===== config.mk =====
export PLATFORM = sky130hd
export DESIGN_NAME = phta_front
export DESIGN_NICKNAME = d
export VERILOG_FILES = /design/src/rtl/core/phta_pkg.sv /design/src/rtl/core/phta_front.sv
export SDC_FILE = /design/constraint.sdc
export NUM_CORES = 1
export LEC_CHECK = 0
export BUFFER_PORTS_ARGS = -buffer_cell sky130_fd_sc_hd__buf_2
export CAP_MARGIN = 20
export CORE_MARGIN = 4
export CORE_UTILIZATION = 25
export CTS_CLUSTER_DIAMETER = 150
export DETAILED_ROUTE_END_ITERATION = 6
export PLACE_DENSITY_LB_ADDON = 0.08
export SETUP_SLACK_MARGIN = 0.4
export SLEW_MARGIN = 20
export SYNTH_ARGS = -nofsm -noshare
export SYNTH_HDL_FRONTEND = slang
export SYNTH_SLANG_ARGS = --single-unit

===== constraint.sdc =====
create_clock -name clk_i -period 1.9 [get_ports clk_i]
set_clock_uncertainty 0.15 [all_clocks]
set_input_delay 0.285 -clock clk_i [delete_from_list [all_inputs] [get_ports clk_i]]
set_output_delay 0.285 -clock clk_i [all_outputs]
set_load 0.05 [all_outputs]

===== src/rtl/core/phta_pkg.sv =====
// ----------------------------------------------------------------------------
// phta_pkg
// Shared types, codes and helpers of the per-host traffic accounting core.
// ----------------------------------------------------------------------------
`default_nettype none

package phta_pkg;

  localparam int unsigned MaxHostsDefault = 64;
  localparam int unsigned MaxNetsDefault  = 4;
  localparam int unsigned NetRegs         = 4;

  // action codes
  localparam logic [1:0] ACT_ACCOUNT = 2'd0;
  localparam logic [1:0] ACT_READ    = 2'd1;
  localparam logic [1:0] ACT_CLEAR   = 2'd2;

  // status codes
  localparam logic [1:0] ST_OK     = 2'd0;
  localparam logic [1:0] ST_NO_INT = 2'd1;
  localparam logic [1:0] ST_FULL   = 2'd2;
  localparam logic [1:0] ST_EMPTY  = 2'd3;

  // protocol numbers
  localparam logic [7:0] PROTO_TCP  = 8'd6;
  localparam logic [7:0] PROTO_UDP  = 8'd17;
  localparam logic [7:0] PROTO_ICMP = 8'd1;

  // register indexes
  localparam logic [2:0] REG_NET_COUNT = 3'd0;
  localparam logic [2:0] REG_NET0      = 3'd1;

  typedef struct packed {
    logic [1:0]  action;
    logic [31:0] src_addr;
    logic [31:0] dst_addr;
    logic [15:0] pkt_len;
    logic [7:0]  protocol;
    logic [5:0]  entry_index;
    logic        scope;
  } in_word_t;

  typedef struct packed {
    logic [1:0]  status;
    logic        entry_valid;
    logic [31:0] host_addr;
    logic [31:0] packet_count;
    logic [47:0] sent_bytes;
    logic [47:0] recv_bytes;
    logic [47:0] tcp_bytes;
    logic [47:0] udp_bytes;
    logic [47:0] icmp_bytes;
  } out_word_t;

  // classified word held in the queue
  typedef struct packed {
    in_word_t w;
    logic     src_int;
    logic     dst_int;
  } q_word_t;

  // one host summary
  typedef struct packed {
    logic [31:0] pkt;
    logic [47:0] sent;
    logic [47:0] recv;
    logic [47:0] tcp;
    logic [47:0] udp;
    logic [47:0] icmp;
  } cnt_t;

  typedef enum logic [3:0] {
    BE_INIT, BE_IDLE, BE_SC_RD, BE_SC_CHK, BE_ALLOC, BE_CNT_RD, BE_CNT_UPD,
    BE_RD_SLOT, BE_RD_SCHK, BE_RD_CCHK, BE_CLR, BE_DONE
  } be_state_e;

  function automatic logic [47:0] sat_add48(logic [47:0] v, logic [15:0] d);
    logic [48:0] s;
    s = {1'b0, v} + {33'd0, d};
    return s[48] ? '1 : s[47:0];
  endfunction

  function automatic logic [31:0] sat_inc32(logic [31:0] v);
    return (v == '1) ? v : v + 32'd1;
  endfunction

endpackage

`default_nettype wire


===== src/rtl/core/phta_front.sv =====
// ----------------------------------------------------------------------------
// phta_front
// Subnet registers and endpoint classification of incoming words.
// ----------------------------------------------------------------------------
`default_nettype none

module phta_front #(
  parameter int unsigned MAX_NETS = phta_pkg::MaxNetsDefault
) (
  input  wire logic               clk_i,
  input  wire logic               rst_ni,
  input  wire logic               cfg_we_i,
  input  wire logic [2:0]         cfg_idx_i,
  input  wire logic [63:0]        cfg_wdata_i,
  input  wire logic               in_valid_i,
  output logic                    in_stall_o,
  input  wire phta_pkg::in_word_t in_word_i,
  input  wire logic               q_full_i,
  input  wire logic               busy_i,
  output logic                    push_o,
  output phta_pkg::q_word_t       push_word_o
);
  import phta_pkg::*;

  logic [2:0]  net_count_q;
  logic [63:0] net_cfg_q [NetRegs];

  // configuration registers
  always_ff @(posedge clk_i or negedge rst_ni) begin
    if (!rst_ni) begin
      net_count_q <= '0;
      for (int i = 0; i < NetRegs; i++) net_cfg_q[i] <= '0;
    end else if (cfg_we_i) begin
      if (cfg_idx_i == REG_NET_COUNT) net_count_q <= cfg_wdata_i[2:0];
      for (int i = 0; i < NetRegs; i++) begin
        if (cfg_idx_i == REG_NET0 + 3'(i)) net_cfg_q[i] <= cfg_wdata_i;
      end
    end
  end

  function automatic logic is_internal(logic [31:0] a);
    logic hit;
    hit = 1'b0;
    for (int i = 0; i < NetRegs; i++) begin
      if ((32'(i) < 32'(net_count_q)) && (i < MAX_NETS) &&
          ((a & net_cfg_q[i][31:0]) == (net_cfg_q[i][63:32] & net_cfg_q[i][31:0])))
        hit = 1'b1;
    end
    return hit;
  endfunction

  // classify and push
  assign in_stall_o        = q_full_i | busy_i;
  assign push_o            = in_valid_i & ~in_stall_o;
  assign push_word_o.w       = in_word_i;
  assign push_word_o.src_int = is_internal(in_word_i.src_addr);
  assign push_word_o.dst_int = is_internal(in_word_i.dst_addr);

endmodule

`default_nettype wire


==> results of run 1 <==
[through the flow]
stage | TNS, ns | cells | total power, mW
2_1_floorplan | -0.1893 | 1221 | 11.27
4_1_cts | -2.357 | 2550 | 23.54
3_3_place_gp | -1.885 | 2424 | 16.32
5_1_grt | -2.488 | 2551 | 24.37
3_5_place_dp | -1.982 | 2424 | 16.34
6_report | -2.387 | 2552 | 23.38
[logic make-up after synthesis]
group	after synthesis	share of synthesized area [%]
flip-flops	259	45.58
multiplexers	251	19.88
AND/OR/NAND/NOR	206	7.524
XOR/XNOR	178	10.96
AO/OA/AOI/OAI	170	8.888
buffers and inverters	157	7.163
[placed cells by master (no fill, tap or decap), types with 23 or more instances in the layout]
master,synthesis,final
dfrtp_1,259,257
buf_2,45,201
nand2_1,86,85
xor2_1,176,171
nand4_1,23,23
buf_12,0,24
dlygate4sd3_1,0,64
nand3b_1,32,32
o22ai_1,27,26
buf_4,97,370
a22oi_1,28,28
clkbuf_16,0,37
mux2_2,251,251
[power by group]
part           internal [mW]  switching [mW]
Clock                   4.04            2.67
Sequential              6.74            1.24
Combinational           4.29            4.40
Total                   15.1            8.31
[flip-flops by register name, indices dropped and copies added (netlist names)]
register     flops
net_cfg_q      256
net_count_q      3
[cell type report]
type / count / area [um^2] / share of cell area (%)
sequential: 259 / 6484 / 31.56
tap: 756 / 945.9 / 4.605
inverter: 11 / 41.29 / 0.2010
multi-input combinational: 805 / 7008 / 34.11
clock buffer: 50 / 1035 / 5.037
clock inverter: 9 / 95.09 / 0.4629
antenna: 1 / 2.502 / 0.01218
timing repair buffer: 661 / 4931 / 24.00
[routing by layer]
metal / track usage [%] / part of all wire, % / vias up
met2: 39.24 / 47 / 327
met3: 3.439 / 4.5 / 75
li1: - / - / 5402
met4: 5.273 / 2.1 / 4
met1: 32.26 / 46 / 6144
met5: 0 / 0.035 / -
[repair_timing]
action / 4_1_cts / 5_1_grt
buffers inserted: 3 / 1
hold buffers: 64 / 0
pin swaps: 19 / 2
endpoints found under the setup margin: 2 / 2
hold endpoints to repair: 509 / 0
gates resized for setup: 35 / 2
[worst max-delay path by stage]
| stage | to | startpoint | slack (ns) |
|---|---|---|---|
| 6_report | push_word_o[0] | net_cfg_q[250]$_DFFE_PN0P_ | -1.21 |
| 5_1_grt | push_word_o[0] | net_cfg_q[174]$_DFFE_PN0P_ | -1.26 |
| 4_1_cts | push_word_o[0] | net_cfg_q[174]$_DFFE_PN0P_ | -1.18 |
| 3_5_place_dp | push_word_o[1] | in_word_i[86] | -1.06 |
| 3_3_place_gp | push_word_o[1] | in_word_i[86] | -0.99 |
| 2_1_floorplan | push_word_o[1] | net_cfg_q[149]$_DFFE_PN0P_ | -0.13 |
==> run metrics, run 1 <==
outcome finished with violations; failing checks negative setup slack; clk buf depth 3; number of input and output port buffers inserted 204; sort of element at the start of the critical path flop; tightest hold margin around 0.049 ns; Seq/Total Area, Yosys roughly 46%; width of the chip roughly 250 um; number of buffers created by CTS 35; warnings from Yosys 0; Global Route Usage Sum 23.50%; pwr dens approximately 1100 nW/um^2; FMAX between 300 and 400 MHz; Final Hold Fails 0; number of max-cap violations 0; clk root buf clkbuf_16; top cells by area, synth dfrtp_1 46%, mux2_2 20%, xor2_1 11%; critical path data required time 1.46 ns; Vias per Instance between 4 and 5; FF+latch count, synth roughly 260; critical path depth 8; CTS tree built; via count of the first global-routing pass around 13000; Slew Limit Fails 0; type of the tightest min-delay check in2async; post-route worst setup slack -1.207 ns; post-synthesis instance area ~14000 um^2; detailed placer's ending HPWL about 59 mm; count leader, synth dfrtp_1; proportion of register bits with asynchronous set or reset after synthesis 100.0%; maximum number of pins on one net before global-route repair 59; worst-skew pair later-pin latency 0.54 ns; antenna violations before repair 4; final weighted congestion in routability-driven placement around 0.9; TritonRoute pass-1 iters 6; global-route wire length before repair 99.34 mm; reg2reg start net_count_q[2]$_DFFE_PN0P_; primary flip-flop cell chosen by synthesis mapping dfrtp_1; maximum VDD drop roughly 0.46 mV; ports placed on the boundary approximately 270; fin util between 30% and 40%; overall overflow remaining after global route 0; Routed WL ~70 mm; Buf/Inv on CP 2; floorplan die area 60750 um^2; slew at the pin closest to its max-slew limit between 0.6 and 0.7 ns; height of the chip around 250 um; Gate Count Post-Synth approximately 1200; Fillers 5792; TritonCTS Sinks between 200 and 300; leakage a little over 9 nW; cell taking the most area after synthesis dfrtp_1; top fanout value on the critical path 4; count of different cell masters after synthesis 42; initial drt markers 746; maximum level of the CTS H-tree 2; Cell Rows 87; worst r2r dst net_count_q[2]$_DFFE_PN0P_; area growth from synthesis to final layout 44.47%; final number of setup-violating endpoints 2; number of nets in the layout roughly 1900; Post-Synthesis Net Count approximately 1400; length in cells of the worst reg-to-reg path 3; RSZ-0062 raised after global routing true; effective utilization at floorplan 25.22%; clock transition at the register clock pins on the worst setup and hold paths after CTS roughly 0.060 ns; arrival time at the worst endpoint about 2.7 ns; Placement Setup Slack -1.063 ns; kind of end point of the critical path output port; CP max stage delay about 0.42 ns; time the final worst path needs with I/O delays and setup between 3 and 4 ns; post-place instance area ~19000 um^2; average routed wire per standard cell 28.24 um; overall via count from detail_route approximately 12000; area of all placed cells without fillers just over 20000 um^2; library cell contributing the largest single delay on the critical path dfrtp_1; crit path cell chain nand2_4 > o22ai_1 > a221oi_2 > buf_4 > nand4_1 > nor4_1 > or4_4 > buf_12; Avg Cell Area, Syn about 12 um^2; Worst slew margin around three fifths; share of the clock period used by the worst path after layout 163.5%; delay-heaviest family, CP simple AND/OR/NAND/NOR gates; kind of critical path reg2out; antenna-violating nets left 0; minimum setup slack among reg-to-reg paths between 0.6 and 0.7 ns; DRC viols 0; Yosys top cell area share 45.58%; commonest cells in the netlist 259 x dfrtp_1, 251 x mux2_2, 176 x xor2_1; Post-synth EDFFs 0; CORE AREA 56390 um^2; fraction of layout cells with a size suffix above 1 between 50% and 60%
Note: power is estimated with default switching activity, not from simulation.
==> run 2: changes to the inputs <==
==> constraint.sdc (replaced) <==
create_clock -name clk_i -period 1.9 [get_ports clk_i]
set_clock_uncertainty 0.15 [all_clocks]
set_input_delay 0.095 -clock clk_i [delete_from_list [all_inputs] [get_ports clk_i]]
set_output_delay 0.095 -clock clk_i [all_outputs]
set_load 0.05 [all_outputs]
==> run 2 against run 1 <==
- fmax is 7.7% higher
- clock-buffer cell count is 1 higher
- highest routed layer unchanged
- wire length hardly changed
- combinational power is 0.6% higher
- the run ends with negative hold slack, negative setup slack left
- critical path depth is 1 lower
==> run metrics, run 2 (synthesized netlist as in run 1, its figures left out) <==
commonest non-fill, non-tap cell in the layout buf_4; maximum VDD drop approximately 0.55 mV; overall via count from detail_route between 10000 and 15000; antenna-violating nets left 0; length in cells of the worst reg-to-reg path 2; Crit. Startpoint net_cfg_q[118]$_DFFE_PN0P_; registers with the highest flip-flop counts net_cfg_q x256, net_count_q x3; maximum level of the CTS H-tree 2; worst r2r dst net_cfg_q[212]$_DFFE_PN0P_; # hold bufs at CTS 68; crit path to push_word_o[1]; sort of element at the start of the critical path flop; effective utilization at floorplan about 25%; slew at the pin closest to its max-slew limit around 0.47 ns; number of buffers created by CTS 36; Setup TNS -1.913 ns; number of flip-flops in the largest register around 260; Worst slew margin between 60 and 70%; average routed wire per standard cell around 28 um; TritonCTS Sinks roughly 260; height of the chip 246.5 um; worst-skew pair later-pin latency between 0.5 and 0.6 ns; fraction of layout cells with a size suffix above 1 between 50 and 60%; post-route worst setup slack -0.9847 ns; critical path data required time roughly 1.7 ns; type of the tightest min-delay check in2async; pwr dens roughly 1100 nW/um^2; Vias per Instance ~4.7; detailed placer's ending HPWL 58.32 mm; number of max-cap violations 0; CTS tree built; TritonRoute pass-1 iters 7; number of nets in the layout 1965; ports placed on the boundary around 270; number of input and output port buffers inserted ~200; top library cells by usage in the layout, fill and taps aside 391 x buf_4, 259 x dfrtp_1, 251 x mux2_2; clk buf depth 3; count of inserted antenna diode cells 0; Routed WL ~70 mm; leakage roughly 9.5 nW; DRC viols 0; clock transition at the register clock pins on the worst setup and hold paths after CTS roughly 0.060 ns; Cell Rows 87; Final Hold Fails 39; maximum number of pins on one net before global-route repair between 50 and 60; kind of critical path reg2out; floorplan die area 60750 um^2; global-route wire length before repair just under 100 mm; failing checks negative hold slack, negative setup slack; antenna violations before repair 1; clk root buf clkbuf_16; final number of setup-violating endpoints 2; overall overflow remaining after global route 0; time the final worst path needs with I/O delays and setup 2.885 ns; initial drt markers between 900 and 1000; FMAX ~350 MHz; reg2reg start net_cfg_q[212]$_DFFE_PN0P_; width of the chip 246.5 um; register ranked first by flip-flop count net_cfg_q; via count of the first global-routing pass roughly 13000; final weighted congestion in routability-driven placement 0.9196; area growth from synthesis to final layout 45.72%; Global Route Usage Sum 23.42%; tightest hold margin -0.1005 ns; outcome finished with violations; share of the clock period used by the worst path after layout 151.8%; RSZ-0062 raised after global routing true; kind of end point of the critical path output port; top fanout value on the critical path 3; Slew Limit Fails 0; fin util 36.75%; arrival time at the worst endpoint between 2 and 3 ns; CORE AREA between 50000 and 60000 um^2; minimum setup slack among reg-to-reg paths ~0.69 ns
run 2: changes by cell type in the layout (fill, tap and decap cells not counted), sizes merged:
cell | before | now
buf | 597 | 614
dlygate4sd3 | 64 | 68
bufinv | 2 | 3
diode | 1 | 0
clkbuf | 50 | 51
run 2: what timing repair did:
action / 4_1_cts / 5_1_grt
pin swaps: 6 / 6
resized for setup: 26 / 7
endpoints found under the hold margin: 518 / 38
buffers inserted: 0 / 3
setup endpoints to repair: 2 / 5
run 2: area by class of cell:
type,count,area [um^2]
clock inverters,10,125.1
repair buffers,682,5057
flip-flops and latches,259,6481
clock buffers,51,1099
multi-input cells,805,6970
inverters,11,41.29
fillers,5764,35670
well taps,756,945.9
run 2: how the worst min path moves through the flow:
| stage | startpoint | to | slack [ns] |
|---|---|---|---|
| 6_report | rst_ni | net_cfg_q[43]$_DFFE_PN0P_ | -0.10 |
| 5_1_grt | rst_ni | net_cfg_q[43]$_DFFE_PN0P_ | -0.06 |
| 4_1_cts | rst_ni | net_cfg_q[171]$_DFFE_PN0P_ | -0.11 |
| 3_5_place_dp | rst_ni | net_cfg_q[171]$_DFFE_PN0P_ | -0.11 |
| 3_3_place_gp | rst_ni | net_cfg_q[171]$_DFFE_PN0P_ | -0.11 |
| 2_1_floorplan | rst_ni | net_cfg_q[0]$_DFFE_PN0P_ | -0.35 |
run 2: stage by stage:
step / hold WS (ns) / worst slack (ns) / power (mW) / area (um^2) / instances
after floorplan: -0.3506 / 0.05581 / 11.26 / 14250 / 1221
after global placement: -0.1120 / -0.7346 / 16.34 / 18610 / 2442
after detailed placement: -0.1109 / -0.7093 / 16.35 / 18610 / 2442
after CTS: -0.1087 / -1.028 / 23.83 / 20660 / 2571
after global routing: -0.05681 / -1.098 / 24.67 / 20720 / 2574
final: -0.1005 / -0.9847 / 23.72 / 20720 / 2574
run 2: critical path, cell delays in order, from the launching register on:
cell and delay [ns]:
dfrtp_1 0.41, xor2_1 0.22, a22o_1 0.28, a221oi_2 0.29, nand4_1 0.21, a2111oi_2 0.31, or4_4 0.24, buf_12 0.14
run 2: power breakdown:
group          switching [mW]  internal, mW  total, mW
logic                    4.39          4.35       8.74
clock network            2.71          4.40       7.11
registers                1.13          6.74       7.87
run 2: per-layer routing:
layer / up-vias / GRT usage [%] / part of all wire [%]
met5: - / 1.389 / 0.16
li1: 5456 / - / -
met4: 2 / 6.925 / 2.8
met1: 6258 / 30.98 / 44
met2: 392 / 38.74 / 47
met3: 83 / 4.549 / 6.0
==> run 3: changes to the inputs <==
CELL_PAD_IN_SITES_DETAIL_PLACEMENT = 1   (was unset)
CELL_PAD_IN_SITES_GLOBAL_PLACEMENT = 1   (was unset)
==> run 3 against run 2 <==
- the run still ends with negative hold slack, negative setup slack left
- non-clock buffer count shrank 46
- sequential share of layout area grew 0.50 points
- global-route usage grew 0.71 points
- highest routed layer is now met4
==> run metrics, run 3 (synthesized netlist as in run 1, its figures left out) <==
Global Route Usage Sum around 24%; number of buffers created by CTS 36; pwr dens 1142 nW/um^2; crit path cell chain xor2_1 > a22o_1 > a221oi_1 > nand4_1 > nor3_1 > or4_4 > buf_12; final weighted congestion in routability-driven placement just under 0.9; number of instances in the placed design roughly 2400; maximum VDD drop roughly 0.57 mV; Vias per Instance 4.778; clk buf depth 3; number of nets in the layout roughly 1900; sequential cell area 6484 um^2; CP max stage delay around 0.44 ns; RSZ-0062 raised after global routing true; Fillers between 6000 and 7000; overall power after layout 23.30 mW; time the final worst path needs with I/O delays and setup slightly below 3 ns; library cell contributing the largest single delay on the critical path a221oi_1; global-route wire length before repair about 100 mm; height of the chip roughly 250 um; ports placed on the boundary 271; commonest non-fill, non-tap cell in the layout buf_4; Final Hold Fails 31; CTS tree built; top library cells by usage in the layout, fill and taps aside 340 x buf_4, 257 x dfrtp_1, 251 x mux2_2; kind of critical path reg2out; TritonCTS Sinks between 200 and 300; detailed placer's ending HPWL roughly 60 mm; fin util a little over a third; Slew Limit Fails 0; final number of setup-violating endpoints 2; registers with the highest flip-flop counts net_cfg_q x256, net_count_q x3; worst-skew pair later-pin latency 0.54 ns; Cell Rows 87; sort of element at the start of the critical path flop; average routed wire per standard cell 29.61 um; arrival time at the worst endpoint around 2.7 ns; clk root buf clkbuf_16; effective utilization at floorplan 25.22%; FMAX between 300 and 400 MHz; Buf/Inv on CP 1; DRC viols 0; kind of end point of the critical path output port; Multi-input gate area 6959 um^2; CORE AREA about 56000 um^2; Worst slew margin 58.14%; Routed WL ~75 mm; # hold bufs at CTS 67; failing checks negative hold slack, negative setup slack; area growth from synthesis to final layout 43.49%; leakage between 9 and 10 nW; antenna violations before repair 0; register ranked first by flip-flop count net_cfg_q; count of non-filler cells in the finished layout 2529; number of input and output port buffers inserted a little over 200; overall overflow remaining after global route 0; share of the clock period used by the worst path after layout 153.9%; number of flip-flops in the largest register roughly 260; number of max-cap violations 0; top fanout value on the critical path 3; floorplan die area approximately 61000 um^2; via count of the first global-routing pass around 13000; fraction of layout cells with a size suffix above 1 approximately half; count of inserted antenna diode cells 0; overall via count from detail_route about 12000; maximum number of pins on one net before global-route repair 56; slew at the pin closest to its max-slew limit 0.6279 ns; delay-heaviest family, CP compound AO/OA/AOI/OAI gates; antenna-violating nets left 0; clock transition at the register clock pins on the worst setup and hold paths after CTS 0.06 ns; type of the tightest min-delay check in2async; Setup TNS -2.028 ns; post-route worst setup slack -1.024 ns; initial drt markers approximately 700; TritonRoute pass-1 iters 5; width of the chip between 200 and 250 um; critical path data required time 1.65 ns; maximum level of the CTS H-tree 2; outcome finished with violations; tightest hold margin -0.08348 ns
run 3: per-stage QoR:
| stage | cell area [um^2] | hold WS [ns] | setup WS (ns) |
|---|---|---|---|
| after floorplan | 14250 | -0.3506 | 0.05581 |
| after global placement | 18240 | -0.1059 | -0.7507 |
| after detailed placement | 18240 | -0.1022 | -0.7595 |
| after CTS | 20220 | -0.07486 | -1.021 |
| after global routing | 20400 | -0.05587 | -1.075 |
| final | 20400 | -0.08348 | -1.024 |
run 3: metal layers:
layer / part of all wire, % / wire, um / vias to the layer above / global-route usage [%]
met5: 0 / 0 / - / 0
met1: 47 / 34850 / 6351 / 33.91
li1: - / - / 5357 / -
met4: 1.5 / 1108 / 0 / 4.288
met3: 3.7 / 2795 / 58 / 2.656
met2: 48 / 36130 / 317 / 40.59
run 3: worst paths after layout:
check,cells past startpoint,slack (ns),end,start
min in group clk_i,0,0.04,push_word_o[16],in_word_i[14]
max in group asynchronous,3,0.91,net_cfg_q[28]$_DFFE_PN0P_,rst_ni
hold / removal,2,-0.08,net_cfg_q[155]$_DFFE_PN0P_,rst_ni
setup / recovery,7,-1.02,push_word_o[0],net_cfg_q[120]$_DFFE_PN0P_
hold reg to reg,1,0.39,net_cfg_q[31]$_DFFE_PN0P_,net_cfg_q[31]$_DFFE_PN0P_
setup reg to reg,3,0.76,net_cfg_q[181]$_DFFE_PN0P_,net_cfg_q[181]$_DFFE_PN0P_
run 3: cell type report:
class                           instances  area share [%]
Timing Repair Buffer                  636           23.51
Clock buffer                           51           5.090
Sequential cell                       259           31.78
Tap cell                              756           4.636
Inverter                               11          0.2024
Multi-Input combinational cell        805           34.11
Clock inverter                         11          0.6746
run 3: report_power, final:
part / switching (mW) / internal (mW)
Clock: 2.71 / 4.20
Combinational: 4.30 / 4.09
Sequential: 1.25 / 6.74
run 3: worst register-to-register path: stages, from the launching register on:
cell and delay [ns]:
dfrtp_1 0.38, buf_4 0.14, buf_4 0.12, mux2_2 0.25
run 3: what timing repair did:
item | CTS | global route
pin swaps | 10 | 9
hold endpoints to repair | 518 | 31
endpoints found under the setup margin | 2 | 105
setup buffers | 0 | 8
resized for setup | 23 | 11
cloned | 0 | 2
