==> config.mk <==
export PLATFORM = sky130hd
export DESIGN_NAME = phta_fifo
export DESIGN_NICKNAME = d
export VERILOG_FILES = /design/src/rtl/core/phta_pkg.sv /design/src/rtl/core/phta_fifo.sv
export SDC_FILE = /design/constraint.sdc
export NUM_CORES = 1
export LEC_CHECK = 0
export ABC_AREA = 1
export BUFFER_PORTS_ARGS = -buffer_cell sky130_fd_sc_hd__buf_4
export CAP_MARGIN = 20
export CORE_ASPECT_RATIO = 0.7
export CORE_UTILIZATION = 50
export DETAILED_ROUTE_END_ITERATION = 16
export PLACE_DENSITY = 0.88
export SYNTH_ARGS = -nofsm -noshare
export SYNTH_HDL_FRONTEND = slang
export SYNTH_SLANG_ARGS = --single-unit
==> constraint.sdc <==
create_clock -name clk_i -period 9.6 [get_ports clk_i]
set_input_delay 0.48 -clock clk_i [delete_from_list [all_inputs] [get_ports clk_i]]
set_output_delay 0.48 -clock clk_i [all_outputs]
set_load 0.01 [all_outputs]
==> src/rtl/core/phta_pkg.sv <==
// ----------------------------------------------------------------------------
// phta_pkg
// Shared types, codes and helpers of the per-host traffic accounting core.
// ----------------------------------------------------------------------------
`default_nettype none

package phta_pkg;

  localparam int unsigned MaxHostsDefault = 64;
  localparam int unsigned MaxNetsDefault  = 4;
  localparam int unsigned NetRegs         = 4;

  // action codes
  localparam logic [1:0] ACT_ACCOUNT = 2'd0;
  localparam logic [1:0] ACT_READ    = 2'd1;
  localparam logic [1:0] ACT_CLEAR   = 2'd2;

  // status codes
  localparam logic [1:0] ST_OK     = 2'd0;
  localparam logic [1:0] ST_NO_INT = 2'd1;
  localparam logic [1:0] ST_FULL   = 2'd2;
  localparam logic [1:0] ST_EMPTY  = 2'd3;

  // protocol numbers
  localparam logic [7:0] PROTO_TCP  = 8'd6;
  localparam logic [7:0] PROTO_UDP  = 8'd17;
  localparam logic [7:0] PROTO_ICMP = 8'd1;

  // register indexes
  localparam logic [2:0] REG_NET_COUNT = 3'd0;
  localparam logic [2:0] REG_NET0      = 3'd1;

  typedef struct packed {
    logic [1:0]  action;
    logic [31:0] src_addr;
    logic [31:0] dst_addr;
    logic [15:0] pkt_len;
    logic [7:0]  protocol;
    logic [5:0]  entry_index;
    logic        scope;
  } in_word_t;

  typedef struct packed {
    logic [1:0]  status;
    logic        entry_valid;
    logic [31:0] host_addr;
    logic [31:0] packet_count;
    logic [47:0] sent_bytes;
    logic [47:0] recv_bytes;
    logic [47:0] tcp_bytes;
    logic [47:0] udp_bytes;
    logic [47:0] icmp_bytes;
  } out_word_t;

  // classified word held in the queue
  typedef struct packed {
    in_word_t w;
    logic     src_int;
    logic     dst_int;
  } q_word_t;

  // one host summary
  typedef struct packed {
    logic [31:0] pkt;
    logic [47:0] sent;
    logic [47:0] recv;
    logic [47:0] tcp;
    logic [47:0] udp;
    logic [47:0] icmp;
  } cnt_t;

  typedef enum logic [3:0] {
    BE_INIT, BE_IDLE, BE_SC_RD, BE_SC_CHK, BE_ALLOC, BE_CNT_RD, BE_CNT_UPD,
    BE_RD_SLOT, BE_RD_SCHK, BE_RD_CCHK, BE_CLR, BE_DONE
  } be_state_e;

  function automatic logic [47:0] sat_add48(logic [47:0] v, logic [15:0] d);
    logic [48:0] s;
    s = {1'b0, v} + {33'd0, d};
    return s[48] ? '1 : s[47:0];
  endfunction

  function automatic logic [31:0] sat_inc32(logic [31:0] v);
    return (v == '1) ? v : v + 32'd1;
  endfunction

endpackage

`default_nettype wire

==> src/rtl/core/phta_fifo.sv <==
// ----------------------------------------------------------------------------
// phta_fifo
// Two-word queue between the classifier and the table sequencer.
// ----------------------------------------------------------------------------
`default_nettype none

module phta_fifo (
  input  wire logic              clk_i,
  input  wire logic              rst_ni,
  input  wire logic              push_i,
  input  wire phta_pkg::q_word_t push_word_i,
  output logic                   full_o,
  input  wire logic              pop_i,
  output logic                   valid_o,
  output phta_pkg::q_word_t      pop_word_o
);
  import phta_pkg::*;

  q_word_t    mem_q [2];
  logic       wp_q, rp_q;
  logic [1:0] cnt_q;

  // pointers and fill count
  always_ff @(posedge clk_i or negedge rst_ni) begin
    if (!rst_ni) begin
      wp_q  <= 1'b0;
      rp_q  <= 1'b0;
      cnt_q <= '0;
    end else begin
      if (push_i) wp_q <= ~wp_q;
      if (pop_i)  rp_q <= ~rp_q;
      cnt_q <= cnt_q + {1'b0, push_i} - {1'b0, pop_i};
    end
  end

  // storage
  always_ff @(posedge clk_i) begin
    if (push_i) mem_q[wp_q] <= push_word_i;
  end

  assign full_o     = cnt_q[1];
  assign valid_o    = (cnt_q != 2'd0);
  assign pop_word_o = mem_q[rp_q];

endmodule

`default_nettype wire

==> results.py, run 1 <==
metrics = {
    "floorplan": {
        "core_mm2": 0.0149,
        "io_pins": 204,
        "rows": 37,
        "die_x_um": 151,
        "die_area_mm2": 0.0160,
        "start_util_pct": 52.0,
        "die_h_um": 106,
    },
    "hold_path": {
        "whs_endpoint": "mem_q[1][29]$_DFFE_PP_",
        "hp-start": "push_word_i[29]",
        "whs_path_depth": 1,
        "hold_class": "in2reg",
    },
    "run_status": {
        "status": "finished, final reports clean",
    },
    "place": {
        "gp_congestion": 0.748,
        "numPortBuffers": 203,
        "hpwl_um": 9460,
        "placed_area_mm2": 0.00928,
    },
    "timing": {
        "worst-slew-pin-transition_ps": 693,
        "drv_slew": 0,
        "slew_headroom_pct": 53.8,
        "min_period_ps": 2940,
        "timing.hold.ws_ps": 179,
        "finalSetupTns_ps": 0,
        "rsz0062_at_grt": "false",
        "layout_worst_path_cycle_share_pct": 30.7,
        "fmax_mhz": 340,
        "finalHoldViolCount": 0,
        "setup_violations": 0,
        "fin_skew_ps": 12.8,
    },
    "drt": {
        "wl_um": 14400,
        "drc": 0,
        "num_vias": 4620,
        "avgRoutedWirePerCell_um": 15.0,
        "drt_pre_antenna_iters": 4,
        "drt.antenna.violating_nets": 0,
        "vias_per_cell": 4.82,
        "drt-initial-drc-count": 276,
    },
    "synth": {
        "ys_types": 17,
        "synthArstFlopShare_pct": 1.98,
        "syn_nets": 646,
        "synth_seq_cells": 202,
        "ys_seq_area_share_pct": 78.1,
        "avgSynthCellArea_um2": 14.3,
        "synth_area_leader_cell": "edfxtp_1",
        "ys_top_cells_by_count": "198 x edfxtp_1, 106 x inv_1, 106 x nand2_1, 63 x o21ai_0, 19 x o21ai_2",
        "netlist_area_mm2": 0.00774,
        "synthFlopType": "edfxtp_1",
        "yosys_warnings": 0,
        "synth-edff-count": 198,
        "synth_area_leaders": "edfxtp_1 77%, inv_1 5.1%, nand2_1 5.1%",
        "netlist_instances": 541,
        "synth_top_area_share_pct": 76.8,
        "yosysMostFrequentCell": "edfxtp_1",
    },
    "pwr": {
        "leakagePower_nw": 4.23,
        "power.share.clock_pct": 26.8,
        "p_sw_share_pct": 30.6,
        "p_int_w": 0.00204,
        "power.density_mw_per_mm2": 296,
        "vdd_drop_max_v": 0.000222,
        "switchingPower_w": 0.000902,
        "seqPwrFrac_pct": 42.2,
        "power_frac_comb_pct": 31.0,
    },
    "grt": {
        "grt_first_pass_wirelength_um": 22600,
        "grt_antenna_before_repair": 0,
        "grt-ovfl-total": 0,
        "grt_use_total_pct": 18.4,
        "grt_pass1_vias": 4509,
        "grt_max_degree": 75,
    },
    "clock_network": {
        "path_clk_slew_ps": 60,
        "cts_sinks": 202,
        "htree_levels": 1,
        "cts_buffer_depth": 3,
        "ctsRootBufferMaster": "clkbuf_16",
        "cts_tree": "yes",
        "numCtsBuffers": 20,
        "insertion_delay_ps": 480,
    },
    "finish": {
        "utilization_pct": 66.8,
        "antenna_cells": 0,
        "drive_gt1_share_pct": 33.9,
        "area_growth_pct": 28.6,
        "fin_area_mm2": 0.00996,
        "nNetsFinal": 855,
    },
    "setup_path": {
        "rr_endpoint": "mem_q[1][91]$_DFFE_PP_",
        "endpoint_kind": "primary output",
        "crit_path_start_kind": "flip-flop",
        "r2r.worst_path.cells": 3,
        "worstPathArrival_ps": 2460,
        "reg2reg_slack_ps": 7490,
        "cp_data_required_time_ps": 9120,
        "r2r-start": "wp_q$_DFFE_PN0P_",
        "critPathMaxFanout": 74,
        "crit_type": "reg2out",
    },
    "job": {
        "cap_violations": 0,
    },
}
cell usage in the layout (no fill, tap or decap), types with 3 or more instances in the layout:
master / count
o21ai_0: 63
o21ai_2: 19
clkbuf_16: 21
bufinv_16: 3
clkinv_1: 4
nand2_1: 106
o21ai_1: 17
clkinv_2: 3
buf_4: 208
dfrtp_1: 3
edfxtp_1: 198
inv_1: 105
cells by family (layout without fill, tap and decap cells):
logic type / Yosys count / after routing / share of synthesized area, %
adders and majority gates: 2 / 2 / 0.323
buffers and inverters: 128 / 350 / 8.82
xor gates and xnor gates: 2 / 2 / 0.226
and+or+nand+nor: 108 / 108 / 5.25
DFF: 202 / 202 / 78.1
AOI/OAI and AO/OA: 99 / 99 / 7.32
cell type report:
| class | instances | area, µm² |
|---|---|---|
| clock inverters | 12 | 139 |
| repair buffers | 209 | 1570 |
| clock buffers | 23 | 533 |
| multi-input cells | 211 | 1020 |
| inverters | 106 | 400 |
| fillers | 1022 | 4950 |
| well taps | 195 | 244 |
| flip-flops and latches | 202 | 6050 |
critical path, stage by stage, from the launching register on:
cell,delay [ps]
dfrtp_4,770
buf_4,620
o21ai_0,310
buf_4,210
power groups by stage:
stage	clock (W)	combinational (W)	sequential [W]
floorplan	0	0.000591	0.00124
global placement	0	0.000903	0.00125
detailed placement	0	0.000919	0.00126
CTS	0.000804	0.000924	0.00125
global route	0.000839	0.00101	0.00126
finish	0.000789	0.000912	0.00124
flip-flops by register name (all words and copies together), names as in the netlist:
signal	cells
rp_q	1
wp_q	1
mem_q	198
cnt_q	2
metal layers:
metal,vias to the layer above,routed length (µm),GRT usage [%]
met5,-,0,0
met4,0,334,5.71
met3,30,1330,4.94
met2,187,6600,29.0
met1,2159,6090,24.9
li1,2244,-,-
stage by stage:
step	worst slack, ps	cells	total power, W
6_report	6660	958	0.00294
2_1_floorplan	4380	541	0.00183
4_1_cts	6620	958	0.00297
3_3_place_gp	7160	922	0.00216
3_5_place_dp	7150	922	0.00218
5_1_grt	6480	958	0.00311
timing repair:
action	4_1_cts	5_1_grt
hold buffers	1	0
hold endpoints to repair	4	0
resized for setup	0	0
setup buffers	0	0
worst max path at each step:
stage	from	endpoint	slack (ps)
after floorplan	push_i	mem_q[0][0]$_DFFE_PP_	4380
after global placement	rp_q$_DFFE_PN0P_	pop_word_o[42]	7160
after detailed placement	rp_q$_DFFE_PN0P_	pop_word_o[42]	7150
after CTS	rp_q$_DFFE_PN0P_	pop_word_o[42]	6620
after global routing	rp_q$_DFFE_PN0P_	pop_word_o[42]	6480
final	rp_q$_DFFE_PN0P_	pop_word_o[45]	6660
Note: power is estimated with default switching activity, not from simulation.
==> inputs of run 2 (changes only) <==
Settings changed: ABC_AREA 1 to 0.
Clock period 9.6 ns to 3.1 ns, I/O delays scaled along.
==> run 2 against run 1 <==
  * Synthesized cell count is 40% lower
  * Area after synthesis rose by 1.2%
  * Via count decreased by 10%
  * Highest routed layer unchanged
  * Total power rose to 3.1 times the previous value
  * Sequential cell count did not move
  * Register-to-register slack got worse by 6200 ps
  * Core utilization rose by 6.7 points
  * Clock skew is 6.3 ps lower
==> results.py, run 2 <==
metrics = {
    "drt": {
        "wl_um": 15400,
        "num_vias": 4150,
        "avgRoutedWirePerCell_um": 18.2,
        "vias_per_cell": 4.89,
        "drt-initial-drc-count": 182,
        "drc": 0,
        "drt.antenna.violating_nets": 0,
        "drt_pre_antenna_iters": 4,
    },
    "floorplan": {
        "start_util_pct": 52.2,
        "io_pins": 204,
        "core_mm2": 0.0150,
        "die_area_mm2": 0.0162,
        "die_x_um": 152,
        "rows": 37,
        "die_h_um": 107,
    },
    "setup_path": {
        "endpoint_kind": "primary output",
        "crit_type": "reg2out",
        "r2r-start": "wp_q$_DFFE_PN0P_",
        "critPathMaxStageDelay_ps": 640,
        "cp_common_cell": "buf_4",
        "crit_path_start_kind": "flip-flop",
        "critPathMaxFanout": 44,
        "worstPathArrival_ps": 2070,
        "cp_data_required_time_ps": 2940,
        "startpoint": "rp_q$_DFFE_PN0P_",
        "slowest_stage": "buf_4",
        "path_cells": "buf_4 > mux2_4 > buf_4",
    },
    "finish": {
        "final_cell_mix": "206 x buf_4, 198 x edfxtp_1, 103 x dlygate4sd3_1, 99 x mux2_4, 19 x clkbuf_16",
        "nNetsFinal": 748,
        "area_growth_pct": 40.7,
        "drive_gt1_share_pct": 51.1,
        "top_register": "mem_q",
        "final_common_cell": "buf_4",
        "fill_cells": 879,
        "largest_reg_flops": 198,
        "final_cell_count_no_fill": 848,
        "reg_top3": "mem_q (198), cnt_q (2)",
        "antenna_cells": 0,
    },
    "clock_network": {
        "cts_buffer_depth": 3,
        "numCtsBuffers": 19,
        "ctsRootBufferMaster": "clkbuf_16",
        "path_clk_slew_ps": 60,
        "cts_sinks": 202,
        "cts_tree": "yes",
        "htree_levels": 1,
        "post_cts_buffers": 0,
        "insertion_delay_ps": 460,
    },
    "pwr": {
        "vdd_drop_max_v": 0.000488,
        "power.density_mw_per_mm2": 825,
        "leakagePower_nw": 4.48,
    },
    "timing": {
        "rsz0062_at_grt": "false",
        "finalHoldViolCount": 0,
        "fin_skew_ps": 6.45,
        "slew_headroom_pct": 46.2,
        "fmax_mhz": 450,
        "min_period_ps": 2220,
        "worst-slew-pin-transition_ps": 807,
        "drv_slew": 0,
        "setup_violations": 0,
        "finalSetupTns_ps": 0,
        "layout_worst_path_cycle_share_pct": 71.8,
    },
    "synth": {
        "synth_area_leaders": "edfxtp_1 76%, mux2_4 19%, buf_12 2.6%",
        "synth_compound_area_share_pct": 0,
        "avgSynthCellArea_um2": 24.3,
        "syn_nets": 427,
        "netlist_area_mm2": 0.00784,
        "synth_seq_cells": 202,
        "synthXorXnorAreaFrac_pct": 0.527,
        "yosysMostFrequentCell": "edfxtp_1",
        "ys_types": 12,
        "synthArstFlopShare_pct": 1.98,
        "synthFlopType": "edfxtp_1",
        "synth_adder_area_share_pct": 0.319,
        "ys_top_cells_by_count": "198 x edfxtp_1, 99 x mux2_4, 10 x buf_12, 4 x dfrtp_1",
        "synth_top_family_by_area": "multiplexers",
        "netlist_instances": 322,
        "synth-edff-count": 198,
        "synth_mux_area_share_pct": 19.0,
        "yosys_warnings": 0,
        "synth_area_leader_cell": "edfxtp_1",
        "synth-simple-area-share_pct": 0.240,
        "ys_seq_area_share_pct": 77.2,
        "synth_top_area_share_pct": 75.9,
    },
    "hold_path": {
        "hold_class": "in2reg",
        "hp-start": "push_word_i[89]",
    },
    "grt": {
        "grt_use_total_pct": 19.0,
        "grt_pass1_vias": 4429,
        "grt-ovfl-total": 0,
        "grt_antenna_before_repair": 0,
        "grt_max_degree": 57,
        "grt_first_pass_wirelength_um": 22800,
    },
    "place": {
        "numPortBuffers": 203,
        "dpl.cell_count": 714,
        "hpwl_um": 9320,
        "gp_congestion": 0.721,
    },
    "run_status": {
        "status": "finished, final reports clean",
    },
    "job": {
        "cap_violations": 0,
    },
}
run 2: critical path, delay by kind of cell (launching register included):
kind                   cells  cell delay, ps
buffers and inverters      2             790
muxes                      1             380
DFF                        1             420
run 2: routing by layer:
| metal | GRT usage [%] | wire length, µm | part of all wire [%] |
|---|---|---|---|
| met5 | 0 | 0 | 0 |
| met4 | 5.45 | 339 | 2.2 |
| met3 | 3.66 | 905 | 5.9 |
| met2 | 35.1 | 8050 | 52 |
| met1 | 22.3 | 6120 | 40 |
run 2: cell families (layout without fill, tap and decap cells):
family        Yosys count  after routing
buf+inv                13            344
mux                    99             99
xor+xnor                3              3
flops                 202            202
fa+ha+maj               2              2
simple gates            3              3
run 2: path summary, 6_finish.rpt:
path / end / slack (ps) / cells after the start
max: pop_word_o[68] / 880 / 3
min: mem_q[0][89]$_DFFE_PP_ / 410 / 2
max reg2reg: mem_q[1][22]$_DFFE_PP_ / 1300 / 2
min reg2reg: wp_q$_DFFE_PN0P_ / 570 / 1
max in group asynchronous: rp_q$_DFFE_PN0P_ / 2270 / 3
min in group asynchronous: cnt_q[0]$_DFF_PN0_ / 620 / 3
run 2: report_power, final:
| group | internal, W | switching [W] |
|---|---|---|
| Sequential | 0.00363 | 0.000155 |
| Clock | 0.00112 | 0.000871 |
| Combinational | 0.00185 | 0.00146 |
run 2: through the flow:
step                      hold slack (ps)  worst slack [ps]  util [%]  instance area (µm²)  total power (W)
after global routing                  396               805      73.5                11000          0.00948
after detailed placement            -44.7              1290      63.1                 9470          0.00703
final                                 412               875      73.5                11000          0.00909
after CTS                             391               859      73.5                11000          0.00915
after floorplan                      -141               784         -                 7850          0.00599
after global placement              -46.4              1350      63.1                 9470          0.00693
run 2: repair_timing:
| item | 4_1_cts | 5_1_grt |
|---|---|---|
| endpoints found under the setup margin | 0 | 0 |
| hold endpoints to repair | 205 | 0 |
| hold buffers | 103 | 0 |
| resized for setup | 0 | 0 |
run 2: cell type report:
class                      count  area (µm²)  share of cell area (%)
tap                          195         244                    2.21
multi-input combinational    107        1580                    14.3
sequential                   202        6050                    54.9
inverter                       2        7.51                  0.0681
clock inverter                 6        27.5                   0.250
timing repair buffer         311        2620                    23.7
clock buffer                  25         498                    4.52
==> inputs of run 3 (changes only) <==
Settings changed: ABC_AREA 0 to 1.
Clock period 3.1 ns to 2.29 ns, I/O delays scaled along.
==> run 3 against run 2 <==
  * Sequential power up 38%
  * Total power grew 37%
  * Combinational power rose by 28%
  * Core utilization increased by 0.31 points
  * Routed wire length grew 9.8%
  * Non-clock buffer count rose by 6
  * Sequential cell count is the same
  * Sequential share of layout area grew 0.11 points
  * Critical path depth grew 1
  * Critical path type unchanged
  * Critical endpoint is now pop_word_o[59]
  * Largest cell class unchanged
  * Highest routed layer unchanged
==> results.py, run 3 (synthesis results as in run 1) <==
metrics = {
    "run_status": {
        "status": "finished, final reports clean",
    },
    "finish": {
        "multi_input_area_mm2": 0.00103,
        "final_cell_mix": "209 x buf_4, 198 x edfxtp_1, 105 x inv_1, 105 x nand2_1, 103 x dlygate4sd3_1",
        "area_growth_pct": 42.1,
        "reg_top3": "mem_q (198), cnt_q (2)",
        "top_register": "mem_q",
        "drive_gt1_share_pct": 30.1,
        "nNetsFinal": 962,
        "largest_reg_flops": 198,
        "regArea_mm2": 0.00605,
        "final_common_cell": "buf_4",
        "fill_cells": 852,
        "fin_area_mm2": 0.0110,
        "antenna_cells": 0,
    },
    "timing": {
        "setup_violations": 0,
        "rsz0062_at_grt": "false",
        "worst-slew-pin-transition_ps": 617,
        "finalHoldViolCount": 0,
        "layout_worst_path_cycle_share_pct": 93.1,
        "drv_slew": 0,
        "fmax_mhz": 469,
        "slew_headroom_pct": 58.9,
        "timing.hold.ws_ps": 367,
        "fin_skew_ps": 13.7,
        "min_period_ps": 2130,
    },
    "grt": {
        "grt_use_total_pct": 21.3,
        "grt_first_pass_wirelength_um": 25600,
        "grt_max_degree": 59,
        "grt-ovfl-total": 0,
        "grt_pass1_vias": 5209,
        "grt_antenna_before_repair": 0,
    },
    "drt": {
        "drt_pre_antenna_iters": 4,
        "num_vias": 5117,
        "vias_per_cell": 4.82,
        "drt.antenna.violating_nets": 0,
        "drt-initial-drc-count": 318,
        "drc": 0,
        "wl_um": 16900,
        "avgRoutedWirePerCell_um": 16.0,
    },
    "place": {
        "gp_congestion": 0.764,
        "hpwl_um": 10300,
        "placed_area_mm2": 0.00939,
        "numPortBuffers": 203,
    },
    "setup_path": {
        "rr_endpoint": "mem_q[1][60]$_DFFE_PP_",
        "path_cells": "buf_12 > nand2_1 > o21ai_0 > buf_4",
        "worstPathArrival_ps": 2020,
        "critPathMaxStageDelay_ps": 830,
        "reg2reg_slack_ps": 690,
        "critPathMaxFanout": 58,
        "critPathBufInv": 2,
        "crit_type": "reg2out",
        "cp_top_family": "flip-flops",
        "endpoint_kind": "primary output",
        "cp_data_required_time_ps": 2180,
        "crit_path_start_kind": "flip-flop",
        "slowest_stage": "dfrtp_4",
        "r2r-start": "wp_q$_DFFE_PN0P_",
        "r2r.worst_path.cells": 3,
    },
    "pwr": {
        "vdd_drop_max_v": 0.000999,
        "power.density_mw_per_mm2": 1130,
        "leakagePower_nw": 4.66,
    },
    "clock_network": {
        "post_cts_buffers": 0,
        "cts_tree": "yes",
        "numCtsBuffers": 19,
        "insertion_delay_ps": 470,
        "htree_levels": 1,
        "ctsRootBufferMaster": "clkbuf_16",
        "path_clk_slew_ps": 60,
        "cts_buffer_depth": 3,
        "cts_sinks": 202,
    },
    "floorplan": {
        "io_pins": 204,
        "die_x_um": 151,
        "rows": 37,
        "start_util_pct": 52.0,
        "die_area_mm2": 0.0160,
        "core_mm2": 0.0149,
        "die_h_um": 106,
    },
    "hold_path": {
        "hold_class": "in2reg",
        "hp-start": "push_word_i[1]",
        "whs_endpoint": "mem_q[0][1]$_DFFE_PP_",
        "whs_path_depth": 2,
    },
    "job": {
        "cap_violations": 0,
    },
}
[run 3: per-layer routing]
| metal | track usage [%] | share of wire (%) |
|---|---|---|
| met5 | 0 | 0 |
| met4 | 5.21 | 2.0 |
| met3 | 4.51 | 7.2 |
| met2 | 38.1 | 52 |
| met1 | 26.3 | 39 |
[run 3: through the flow]
step | setup TNS (ps) | total power [W] | utilization (%) | worst slack, ps | std cells
after floorplan | -6400 | 0.00763 | - | -45.7 | 541
after global placement | 0 | 0.00925 | 63.0 | 709 | 928
after detailed placement | 0 | 0.00935 | 63.0 | 689 | 928
after CTS | 0 | 0.0125 | 73.8 | 165 | 1061
after global routing | 0 | 0.0131 | 73.8 | 34.3 | 1061
final | 0 | 0.0125 | 73.8 | 158 | 1061
[run 3: worst max path at each step]
stage / startpoint / endpoint / cells after the start
after global placement: wp_q$_DFFE_PN0P_ / mem_q[1][10]$_DFFE_PP_ / 3
after floorplan: wp_q$_DFFE_PN0P_ / mem_q[1][0]$_DFFE_PP_ / 2
after global routing: rp_q$_DFFE_PN0P_ / pop_word_o[59] / 4
after CTS: rp_q$_DFFE_PN0P_ / pop_word_o[59] / 4
after detailed placement: wp_q$_DFFE_PN0P_ / mem_q[1][10]$_DFFE_PP_ / 3
final: rp_q$_DFFE_PN0P_ / pop_word_o[59] / 4
[run 3: what timing repair did]
item | CTS | global route
resized for setup | 0 | 0
hold endpoints to repair | 205 | 0
setup endpoints to repair | 0 | 0
hold buffers | 103 | 0
[run 3: area by class of cell]
cell class	instances	share of cell area, %
Inverter	106	3.65
Tap cell	195	2.22
Timing Repair Buffer	317	24.5
Sequential cell	202	55.0
Clock inverter	6	0.705
Multi-Input combinational cell	211	9.32
Clock buffer	24	4.58
[run 3: power by group]
part	internal, W	switching [W]	total (W)
Sequential	0.00491	0.000333	0.00524
Clock	0.00177	0.00122	0.00299
Combinational	0.00191	0.00233	0.00423
Total	0.00858	0.00388	0.0125
